===== src/hdl/srl_pkg.sv =====
// ----------------------------------------------------------------------------
// srl_pkg - shared types and constants of the S-record loader parser
// Parse phases, result kinds, character codes and the result record.
// ----------------------------------------------------------------------------
package srl_pkg;

    localparam int unsigned ADDR_W = 16;
    localparam int unsigned BYTE_W = 8;

    localparam logic [7:0] CH_LF    = 8'h0A;
    localparam logic [7:0] CH_ZERO  = 8'h30;
    localparam logic [7:0] CH_ONE   = 8'h31;
    localparam logic [7:0] CH_NINE  = 8'h39;
    localparam logic [7:0] SUM_GOOD = 8'hFF;
    localparam logic [7:0] HDR_BYTES = 8'd3;

    localparam logic [3:0] TYPE_HDR   = 4'd0;
    localparam logic [3:0] TYPE_DATA  = 4'd1;
    localparam logic [3:0] TYPE_START = 4'd9;

    typedef enum logic [3:0] {
        PH_START = 4'd0,
        PH_TYPE  = 4'd1,
        PH_LEN_H = 4'd2,
        PH_LEN_L = 4'd3,
        PH_AH_H  = 4'd4,
        PH_AH_L  = 4'd5,
        PH_AL_H  = 4'd6,
        PH_AL_L  = 4'd7,
        PH_DAT_H = 4'd8,
        PH_DAT_L = 4'd9,
        PH_CK_H  = 4'd10,
        PH_CK_L  = 4'd11,
        PH_EOL   = 4'd12
    } t_phase;

    typedef enum logic [2:0] {
        K_MEM    = 3'd0,
        K_HDR    = 3'd1,
        K_START  = 3'd2,
        K_OK     = 3'd3,
        K_CKERR  = 3'd4,
        K_BADTYP = 3'd5,
        K_BADHEX = 3'd6
    } t_kind;

    typedef struct packed {
        t_kind              kind;
        logic [ADDR_W-1:0]  address;
        logic [BYTE_W-1:0]  value;
    } t_result;

endpackage


===== src/hdl/srecord_loader_parser.sv =====
// ----------------------------------------------------------------------------
// srecord_loader_parser - S-record (S0/S1/S9) character stream loader
// Decode S-record lines one character per transaction into memory writes,
// header characters, start address, record status and error reports.
// ----------------------------------------------------------------------------
// Feed the file one ASCII character per transaction on the slave side. Each
// character is captured in an input register, parsed by a single pass of
// the line parser against the held state once the output register has
// room, and any result is registered there, so a character can enter on
// every clock while results are taken. The parser gives at most one
// result per character: a memory write for every S1 data byte (address
// counts up and wraps at 16 bits), a header byte for every S0 data byte,
// the start address when an S9 address is complete, and a record-ok report
// carrying the type digit once a checksum matches. A bad type digit, a
// non-hex character where a digit is due, or a failing checksum reports the
// error and then halts the parser; after that all characters are consumed
// and dropped until reset. Backpressure on the master side stalls the input
// register and, through it, the slave side.
// ----------------------------------------------------------------------------
module srecord_loader_parser
    import srl_pkg::*;
(
    input  logic        i_clk,
    input  logic        i_rst_n,
    // slave side
    input  logic        i_s_tvalid,
    output logic        o_s_tready,
    input  logic [7:0]  i_s_tdata,   // [7:0] ch
    // master side
    output logic        o_m_tvalid,
    input  logic        i_m_tready,
    output logic [23:0] o_m_tdata,   // [15:0] address, [23:16] value
    output logic [2:0]  o_m_tuser    // [2:0] kind
);

    logic        r_in_vld;
    logic [7:0]  r_in_ch;
    logic        r_m_vld;
    logic [23:0] r_m_tdata;
    logic [2:0]  r_m_tuser;

    logic        out_free;
    logic        step;
    logic        res_vld;
    t_result     res;

    // output register can take a result this cycle
    assign out_free   = !r_m_vld || i_m_tready;
    // parse the held character once there is room for its result
    assign step       = r_in_vld && out_free;
    assign o_s_tready = !r_in_vld || out_free;

    srl_core u_core (
        .i_clk     (i_clk),
        .i_rst_n   (i_rst_n),
        .i_step    (step),
        .i_ch      (r_in_ch),
        .o_res_vld (res_vld),
        .o_res     (res)
    );

    // input register: advance whenever the slave side is ready
    always_ff @(posedge i_clk) begin
        if (!i_rst_n) begin
            r_in_vld <= 1'b0;
        end else if (o_s_tready) begin
            r_in_vld <= i_s_tvalid;
        end
    end

    always_ff @(posedge i_clk) begin
        if (o_s_tready && i_s_tvalid) begin
            r_in_ch <= i_s_tdata;
        end
    end

    // output register: load on a step, drop once taken
    always_ff @(posedge i_clk) begin
        if (!i_rst_n) begin
            r_m_vld <= 1'b0;
        end else if (step) begin
            r_m_vld <= res_vld;
        end else if (i_m_tready) begin
            r_m_vld <= 1'b0;
        end
    end

    always_ff @(posedge i_clk) begin
        if (step && res_vld) begin
            r_m_tdata <= {res.value, res.address};
            r_m_tuser <= res.kind;
        end
    end

    assign o_m_tvalid = r_m_vld;
    assign o_m_tdata  = r_m_tdata;
    assign o_m_tuser  = r_m_tuser;

endmodule


===== src/hdl/srl_hex_dec.sv =====
// ----------------------------------------------------------------------------
// srl_hex_dec - ASCII hex digit decoder
// Map 0-9, A-F and a-f to a nibble and flag every other character.
// ----------------------------------------------------------------------------
module srl_hex_dec (
    input  logic [7:0] i_ch,
    output logic       o_ok,
    output logic [3:0] o_nib
);

    always_comb begin
        o_ok  = 1'b1;
        o_nib = 4'd0;
        if (i_ch >= 8'h30 && i_ch <= 8'h39) begin
            o_nib = i_ch[3:0];
        end else if ((i_ch >= 8'h41 && i_ch <= 8'h46) || (i_ch >= 8'h61 && i_ch <= 8'h66)) begin
            // letters: low three bits run 1..6 for A..F
            o_nib = 4'd9 + {1'b0, i_ch[2:0]};
        end else begin
            o_ok = 1'b0;
        end
    end

endmodule


===== src/hdl/srl_core.sv =====
// ----------------------------------------------------------------------------
// srl_core - S-record line parser
// Hold the parse state and turn one registered character into at most one
// result per step.
// ----------------------------------------------------------------------------
module srl_core
    import srl_pkg::*;
(
    input  logic        i_clk,
    input  logic        i_rst_n,
    input  logic        i_step,
    input  logic [7:0]  i_ch,
    output logic        o_res_vld,
    output t_result     o_res
);

    t_phase             r_phase, n_phase;
    logic [3:0]         r_high, n_high;
    logic [3:0]         r_type, n_type;
    logic [7:0]         r_rem, n_rem;
    logic [7:0]         r_sum, n_sum;
    logic [ADDR_W-1:0]  r_addr, n_addr;
    logic               r_halt, n_halt;

    logic               hex_ok;
    logic [3:0]         nib;
    logic [7:0]         byte_val;
    logic [7:0]         sum_upd;
    logic [7:0]         rem_dec;
    logic               type_ok;

    srl_hex_dec u_hex (
        .i_ch  (i_ch),
        .o_ok  (hex_ok),
        .o_nib (nib)
    );

    assign byte_val = {r_high, nib};
    assign sum_upd  = r_sum + byte_val;
    assign rem_dec  = r_rem - 8'd1;
    assign type_ok  = (i_ch == CH_ZERO) || (i_ch == CH_ONE) || (i_ch == CH_NINE);

    // next state
    always_comb begin
        n_phase = r_phase;
        n_high  = r_high;
        n_type  = r_type;
        n_rem   = r_rem;
        n_sum   = r_sum;
        n_addr  = r_addr;
        n_halt  = r_halt;
        if (i_step && !r_halt) begin
            unique case (r_phase)
                PH_EOL: begin
                    if (i_ch == CH_LF) n_phase = PH_START;
                end
                PH_TYPE: begin
                    if (!type_ok) begin
                        n_halt = 1'b1;
                    end else begin
                        n_type  = i_ch[3:0];
                        n_sum   = 8'd0;
                        n_rem   = 8'd0;
                        n_phase = PH_LEN_H;
                    end
                end
                PH_LEN_H, PH_AH_H, PH_AL_H, PH_DAT_H, PH_CK_H: begin
                    if (!hex_ok) begin
                        n_halt = 1'b1;
                    end else begin
                        n_high  = nib;
                        n_phase = t_phase'(r_phase + 4'd1);
                    end
                end
                PH_LEN_L: begin
                    if (!hex_ok) begin
                        n_halt = 1'b1;
                    end else begin
                        n_sum   = sum_upd;
                        n_rem   = (byte_val >= HDR_BYTES) ? byte_val - HDR_BYTES : 8'd0;
                        n_phase = PH_AH_H;
                    end
                end
                PH_AH_L: begin
                    if (!hex_ok) begin
                        n_halt = 1'b1;
                    end else begin
                        n_sum   = sum_upd;
                        n_addr  = {byte_val, 8'd0};
                        n_phase = PH_AL_H;
                    end
                end
                PH_AL_L: begin
                    if (!hex_ok) begin
                        n_halt = 1'b1;
                    end else begin
                        n_sum   = sum_upd;
                        n_addr  = {r_addr[ADDR_W-1:8], byte_val};
                        n_phase = (r_rem != 8'd0) ? PH_DAT_H : PH_CK_H;
                    end
                end
                PH_DAT_L: begin
                    if (!hex_ok) begin
                        n_halt = 1'b1;
                    end else begin
                        n_sum   = sum_upd;
                        n_rem   = rem_dec;
                        n_phase = (rem_dec != 8'd0) ? PH_DAT_H : PH_CK_H;
                        if (r_type == TYPE_DATA) n_addr = r_addr + 16'd1;
                    end
                end
                PH_CK_L: begin
                    if (!hex_ok || sum_upd != SUM_GOOD) begin
                        n_halt = 1'b1;
                    end else begin
                        n_sum   = sum_upd;
                        n_phase = PH_EOL;
                    end
                end
                default: begin
                    n_phase = (i_ch == CH_LF) ? PH_START : PH_TYPE;
                end
            endcase
        end
    end

    // result
    always_comb begin
        o_res_vld     = 1'b0;
        o_res.kind    = K_OK;
        o_res.address = '0;
        o_res.value   = '0;
        if (i_step && !r_halt) begin
            unique case (r_phase)
                PH_TYPE: begin
                    if (!type_ok) begin
                        o_res_vld  = 1'b1;
                        o_res.kind = K_BADTYP;
                    end
                end
                PH_LEN_H, PH_LEN_L, PH_AH_H, PH_AH_L, PH_AL_H,
                PH_DAT_H, PH_CK_H: begin
                    if (!hex_ok) begin
                        o_res_vld  = 1'b1;
                        o_res.kind = K_BADHEX;
                    end
                end
                PH_AL_L: begin
                    if (!hex_ok) begin
                        o_res_vld  = 1'b1;
                        o_res.kind = K_BADHEX;
                    end else if (r_type == TYPE_START) begin
                        o_res_vld     = 1'b1;
                        o_res.kind    = K_START;
                        o_res.address = {r_addr[ADDR_W-1:8], byte_val};
                    end
                end
                PH_DAT_L: begin
                    if (!hex_ok) begin
                        o_res_vld  = 1'b1;
                        o_res.kind = K_BADHEX;
                    end else if (r_type == TYPE_DATA) begin
                        o_res_vld     = 1'b1;
                        o_res.kind    = K_MEM;
                        o_res.address = r_addr;
                        o_res.value   = byte_val;
                    end else if (r_type == TYPE_HDR) begin
                        o_res_vld   = 1'b1;
                        o_res.kind  = K_HDR;
                        o_res.value = byte_val;
                    end
                end
                PH_CK_L: begin
                    o_res_vld = 1'b1;
                    if (!hex_ok) begin
                        o_res.kind = K_BADHEX;
                    end else if (sum_upd != SUM_GOOD) begin
                        o_res.kind = K_CKERR;
                    end else begin
                        o_res.value = {4'd0, r_type};
                    end
                end
                default: begin
                    o_res_vld = 1'b0;
                end
            endcase
        end
    end

    always_ff @(posedge i_clk) begin
        if (!i_rst_n) begin
            r_phase <= PH_START;
            r_high  <= 4'd0;
            r_type  <= 4'd0;
            r_rem   <= 8'd0;
            r_sum   <= 8'd0;
            r_addr  <= '0;
            r_halt  <= 1'b0;
        end else begin
            r_phase <= n_phase;
            r_high  <= n_high;
            r_type  <= n_type;
            r_rem   <= n_rem;
            r_sum   <= n_sum;
            r_addr  <= n_addr;
            r_halt  <= n_halt;
        end
    end

endmodule


===== config.mk =====
export PLATFORM = sky130hd
export DESIGN_NAME = srecord_loader_parser
export DESIGN_NICKNAME = d
export VERILOG_FILES = /design/src/hdl/srl_pkg.sv /design/src/hdl/srecord_loader_parser.sv /design/src/hdl/srl_hex_dec.sv /design/src/hdl/srl_core.sv
export SDC_FILE = /design/constraint.sdc
export NUM_CORES = 1
export LEC_CHECK = 0
export ABC_CLOCK_PERIOD_IN_PS = 4100
export BUFFER_PORTS_ARGS = -buffer_cell sky130_fd_sc_hd__clkbuf_2
export CAP_MARGIN = 20
export CORE_AREA = 2 2 157 113
export DETAILED_ROUTE_END_ITERATION = 7
export DIE_AREA = 0 0 159 115
export GPL_TIMING_DRIVEN = 0
export PLACE_DENSITY = 0.46
export SYNTH_ARGS = -nofsm -noshare
export SYNTH_HDL_FRONTEND = slang
export SYNTH_HIERARCHICAL = 1
export SYNTH_SLANG_ARGS = --single-unit

===== constraint.sdc =====
create_clock -name i_clk -period 4.1 [get_ports i_clk]
set_input_delay 0 -clock i_clk [delete_from_list [all_inputs] [get_ports i_clk]]
set_output_delay 0 -clock i_clk [all_outputs]
set_load 0.01 [all_outputs]

# Yosys cells after proc, flatten, opt, wreduce, memory -nomap -nowiden

Index checks and enable logic that the tools add are counted.

$lt $le $gt $ge: 7
Reductions and logical operators: 38
Div/mod/pow operators: 0
Equal/unequal tests: 32
Bitwise operators: 1
Shift-type cells: 0
Muxes and demuxes: 63
Multiply operators: 0
Add/sub/neg operators: 6

Operator list:

| kind                  | count |
|---|---|
| $mux 16               | 5 |
| $mux 8                | 10 |
| $pmux 16 s3           | 1 |
| $pmux 8 s3            | 2 |
| $mux 4                | 11 |
| $pmux 16 s2           | 1 |
| $pmux 4 s8            | 1 |
| $eq 4x4->1 const B    | 6 |
| $eq 8x6->1 const B    | 3 |
| $mux 24               | 1 |
| $ne 2x1->1 const B    | 10 |
| $mux 3                | 6 |
| $mux 17               | 1 |
| $add 16x1->16 const B | 1 |
| $eq 4x3->1 const B    | 4 |
| $ge 8x7->1 const B    | 2 |
| $le 8x7->1 const B    | 2 |
| $mux 1                | 16 |
| $pmux 8 s2            | 1 |
| $reduce_bool 8->1     | 2 |
| $pmux 3 s5            | 1 |
| $reduce_and 5->1      | 3 |
| $reduce_and 6->1      | 2 |
| $reduce_bool 3->1     | 4 |
| other kinds (28)      | 51 |

Memories kept: 0
Word-level logic and storage cells: 160
ROM bits: 0
Output and inout bits: 29
Bits in registers: 82
Bits in latches: 0
Bits of input ports: 12
Memory bits (writable): 0

# Logic depth before layout (Yosys ltp)

Word-level depth: 10
Depth in mapped cells: 15

# Hierarchy

Netlist, hierarchy kept.

By module, submodules not included:

| module                | sequential area each (um^2) | times used | area an instance (um^2) | cells an instance |
|---|---|---|---|---|
| srl_core              | 900.9                       | 1          | 3618.5                  | 480 |
| srecord_loader_parser | 1091.0                      | 1          | 1163.6                  | 48 |
| srl_hex_dec           | 0.0                         | 1          | 195.2                   | 26 |

# Worst setup path before layout

No wires, ideal clock.

Kind: flip-flop to flip-flop
Start point: reg r_in_ch[4]
End point: reg u_core.r_sum[7]
Period minus slack after synthesis: 3584 ps
Path slack: 516 ps
Stages on the path, launching flop included: 13
Required time: 4028 ps
Data arrival time: 3512 ps
Path buffers: 1
Path through: edfxtp_1 or4b_4 a311o_1 o2bb2ai_2 ha_1 a211oi_2 nor2_1 xor2_1 nand4_2 nor4_4 o21a_1 buf_6 mux2i_1

Longest elaborated chain between the ends: 10

RTL lines:

| item                                            | line                        | RTL |
|---|---|---|
| start, declared                                 | srecord_loader_parser.sv:37 | `logic [7:0] r_in_ch;` |
| start signal, assigned                          | srecord_loader_parser.sv:73 | `r_in_ch <= i_s_tdata;` |
| $ge 8x7->1 / $le 8x7->1 (equally long branches) | srl_hex_dec.sv:16           | `end else if ((i_ch >= 8'h41 && i_ch <= 8'h46) \|\| (i_ch >= 8'h61 && i_ch <= 8'h66)) begin` |
| $logic_and 1x1->1                               | srl_hex_dec.sv:16           |  |
| $logic_or 1x1->1                                | srl_hex_dec.sv:16           |  |
| $mux 4                                          | srl_hex_dec.sv:16           |  |
| $mux 4 (*)                                      | srl_hex_dec.sv:14           | `if (i_ch >= 8'h30 && i_ch <= 8'h39) begin` |
| net u_core.nib[1]                               | srl_core.sv:26              | `logic [3:0] nib;` |
| $add 8x8->8 (*)                                 | srl_core.sv:39              | `assign sum_upd = r_sum + byte_val;` |
| $ne 8x8->1                                      | srl_core.sv:113             | `if (!hex_ok \|\| sum_upd != SUM_GOOD) begin` |
| $logic_or 1x1->1                                | srl_core.sv:113             |  |
| $ne 2x2->1 (no source line)                     | n/a                         |  |
| $reduce_and 5->1 (no source line)               | n/a                         |  |
| end signal, assigned                            | srl_core.sv:204             | `r_sum <= n_sum;` |
| end, declared                                   | srl_core.sv:21              | `logic [7:0] r_sum, n_sum;` |

Mark *: on every way through the listed nets, which the timed path passes. The rest lies on a longest branch. The select of a mux whose other input is x is not followed.
A chain may end at the register's enable or synchronous reset.

# Worst setup path after layout

Start point: reg r_in_ch[7]
End point: reg u_core.r_phase[0]

Longest elaborated chain between the ends: 10

RTL lines:

| item                                            | line              | RTL |
|---|---|---|
| $ge 8x7->1 / $le 8x7->1 (equally long branches) | srl_hex_dec.sv:16 |  |
| $logic_and 1x1->1                               | srl_hex_dec.sv:16 |  |
| $logic_or 1x1->1                                | srl_hex_dec.sv:16 |  |
| $mux 4                                          | srl_hex_dec.sv:16 |  |
| $mux 4 (*)                                      | srl_hex_dec.sv:14 |  |
| net u_core.nib[0]                               | srl_core.sv:26    |  |
| $add 8x8->8 (*)                                 | srl_core.sv:39    |  |
| $ne 8x8->1 (*)                                  | srl_core.sv:113   |  |
| $logic_or 1x1->1 (*)                            | srl_core.sv:113   |  |
| $ne 2x2->1 (no source line) (*)                 | n/a               |  |
| $reduce_and 9->1 (no source line) (*)           | n/a               |  |
| end signal, assigned                            | srl_core.sv:200   | `r_phase <= n_phase;` |
| end, declared                                   | srl_core.sv:17    | `t_phase r_phase, n_phase;` |

Mark *: on every way through the listed nets, which the timed path passes. The rest lies on a longest branch.

==> metrics.yaml <==
maxCapViolations: 0
drv_slew: 0
startpoint: "r_in_ch[7]"
cts_buffers: 9
async_reset_ff_frac: 0
dp_hpwl_um: 10430
areaGrowthSynthToFinish_pct: 20.56
drtIter0Drc: 405
power.clock.fraction: 0.450
num_rows: 40
final_area_um2: 6001
antenna_found_initial: 0
clock_latency_ns: 0.35
power_frac_seq: 0.447
ant_nets: 0
post-place-cells: 825
overflow: 0
wl_met3_um: 705
seq_area_frac_synth: 0.4002
sw_frac_of_total: 0.2482
vdd_drop_max_mv: 0.1474
powerDensity_nw_per_um2: 326.2
crit_fanout: 9
path_clk_slew_ns: 0.06
hold_path.class: "in2reg"
die_x_um: 159
dpl_worst_slack_ns: -0.2398
fmax_mhz: 261.1
die-area_um2: 18290
globalRouteTotalUtil: 0.1610
worstMarginPinSlew_ns: 0.9022
dr_total_vias: 4424
cts_root_buffer: "clkbuf_16"
status: "finished clean"
route.detailed.drc: 0
crit_type: "reg2reg"
grt_pass1_vias: 4195
post_dp_cell_area_um2: 5474
fin_skew_ns: 0.008586
syn_nets: 585
synth_cell_types: 77
power.leakage_uw: 0.002317
maxSlewHeadroom: 0.3890
drt_wl_total_um: 14630
p_total_uw: 1957
drtPass1Iterations: 5
seqCellArea_um2: 1992
required_ns: 4.34
dieHeight_um: 115
fill_cells: 1741
synth_edf_count: 35
core-area_um2: 16820
post-route-period-util: 0.9342
grt_max_degree: 28
yosys_register_bits: 82
layout.nets: 654
rsz0062_at_grt: "no"
io_pins: 41
antenna_cells: 0
setup_slack_ns: 0.2698
clock_sinks: 82
clk_path_buf_depth: 2
crit_path_start_kind: "flop"
setup_viol: 0
power.internal_uw: 1471
htree_levels: 3
wl_met2_um: 6093
arrival_ns: 4.07
stdcell_count: 859
synthCells: 554
avgViaCountPerCell: 5.150
worstReg2RegStart: "r_in_ch[7]"
syn_area_per_cell_um2: 8.984
syn_area_um2: 4977
io_buffers: 40
comb_power_share: 0.103
layout-drive-gt1-share: 0.1513
grt_pass1_wl_um: 22890
highest_layer: "met4"
cts_tree: "done"
multi_input_area_um2: 2831
finalCriticalPeriod_ns: 3.830
initial_utilization: 0.2960
wirelength_met1_um: 7608
hp-start: "i_m_tready"
yosysWarnings: 6
switching_power_uw: 485.8
hold_violations: 0
worstSetupEndpointType: "flop"
routedWlPerCell_um: 17.03
gp_congestion: 0.8919
synth_ff_type: "dfxtp_1"
logic make-up (layout without fill, tap and decap cells):
family / Yosys count / after routing / synth area share
buf+inv: 48 / 122 / 0.04097
flops: 82 / 82 / 0.4002
xor+xnor: 18 / 18 / 0.03318
mux: 17 / 17 / 0.03444
compound gates: 154 / 154 / 0.2187
simple gates: 216 / 216 / 0.2232
fa+ha+maj: 19 / 19 / 0.04927
metrics by stage:
step	TNS, ns	util	hold WS, ns
final	0	0.3568	0.007347
after global routing	0	0.3568	0.02463
after CTS	0	0.3545	0.002837
after detailed placement	-2.864	0.3255	0.1786
after global placement	-11.28	0.3251	0.1789
after floorplan	0	-	0.09887
critical path: stages (launching register included):
cell and delay (ns):
edfxtp_1 0.43, nor4bb_2 0.45, a21boi_1 0.39, a21o_2 0.39, ha_1 0.27, fa_1 0.23
a211oi_2 0.09, nor2_1 0.14, xor2_1 0.23, nand4_2 0.23, o31ai_2 0.53, a31oi_1 0.14
o21a_1 0.19
repair_timing:
action / in CTS / in global routing
pin swaps: 1 / 2
buffers inserted: 4 / 2
hold endpoints to repair: 10 / 0
setup endpoints to repair: 17 / 17
gates resized for setup: 3 / 4
hold buffers: 12 / 0
final cells by class:
cell class | instances | share of cell area
Sequential cell | 82 | 0.3319
Timing Repair Buffer | 58 | 0.06088
Buffer | 30 | 0.02273
Tap cell | 231 | 0.04817
Clock buffer | 9 | 0.03753
Multi-Input combinational cell | 424 | 0.4719
Clock inverter | 7 | 0.01564
Inverter | 18 | 0.01126
final timing paths:
kind	endpoint	slack, ns	cells after the start
setup / recovery	u_core/r_phase[0]	0.27	12
setup reg to reg	u_core/r_phase[0]	0.27	12
hold reg to reg	u_core/r_sum[3]	0.47	2
hold / removal	o_m_tvalid	0.007	3
registers in the layout, indices dropped and copies added (netlist names), 4 cells and up:
name and cells:
u_core/r_addr 16, r_in_ch 8, u_core/r_phase 4, u_core/r_rem 8
o_m_tdata 24, u_core/r_high 4, u_core/r_sum 8, u_core/r_type 4
power by group through the flow:
stage | Clock [uW] | Sequential [uW] | Combinational, uW
2_1_floorplan | 0 | 890 | 128
3_3_place_gp | 0 | 894 | 178
3_5_place_dp | 0 | 894 | 179
4_1_cts | 901 | 873 | 196
5_1_grt | 937 | 876 | 219
6_report | 882 | 874 | 202
per-layer routing:
layer | global-route usage | up-vias
li1 | - | 2168
met1 | 0.2334 | 2125
met2 | 0.2362 | 115
met3 | 0.03680 | 16
met4 | 0.05333 | 0
met5 | 0 | -
cells in the mapped netlist, types with 9 or more instances:
cell type	number	share of area
nand2_1	68	0.051
dfxtp_1	47	0.19
nor2_1	46	0.035
edfxtp_1	35	0.21
o21ai_0	32	0.032
a21oi_1	28	0.028
clkbuf_1	23	0.017
nor2b_1	20	0.025
a22oi_1	18	0.027
ha_1	18	0.045
inv_1	18	0.014
nor3_1	17	0.017
mux2i_1	16	0.032
and3_1	12	0.015
nand3_1	11	0.011
and2_1	10	0.013
xor2_1	9	0.016
cell usage in the layout, fill, tap and decap left out, types with 16 or more instances in the layout:
cell      count
edfxtp_1     35
mux2i_1      16
dfxtp_1      47
a22oi_1      18
o21ai_0      32
a21oi_1      28
nor2b_1      20
inv_1        18
clkbuf_2     40
nand2_1      68
ha_1         18
nor3_1       17
nor2_1       45
clkbuf_1     23
Note: power is estimated with default switching activity, not from simulation.
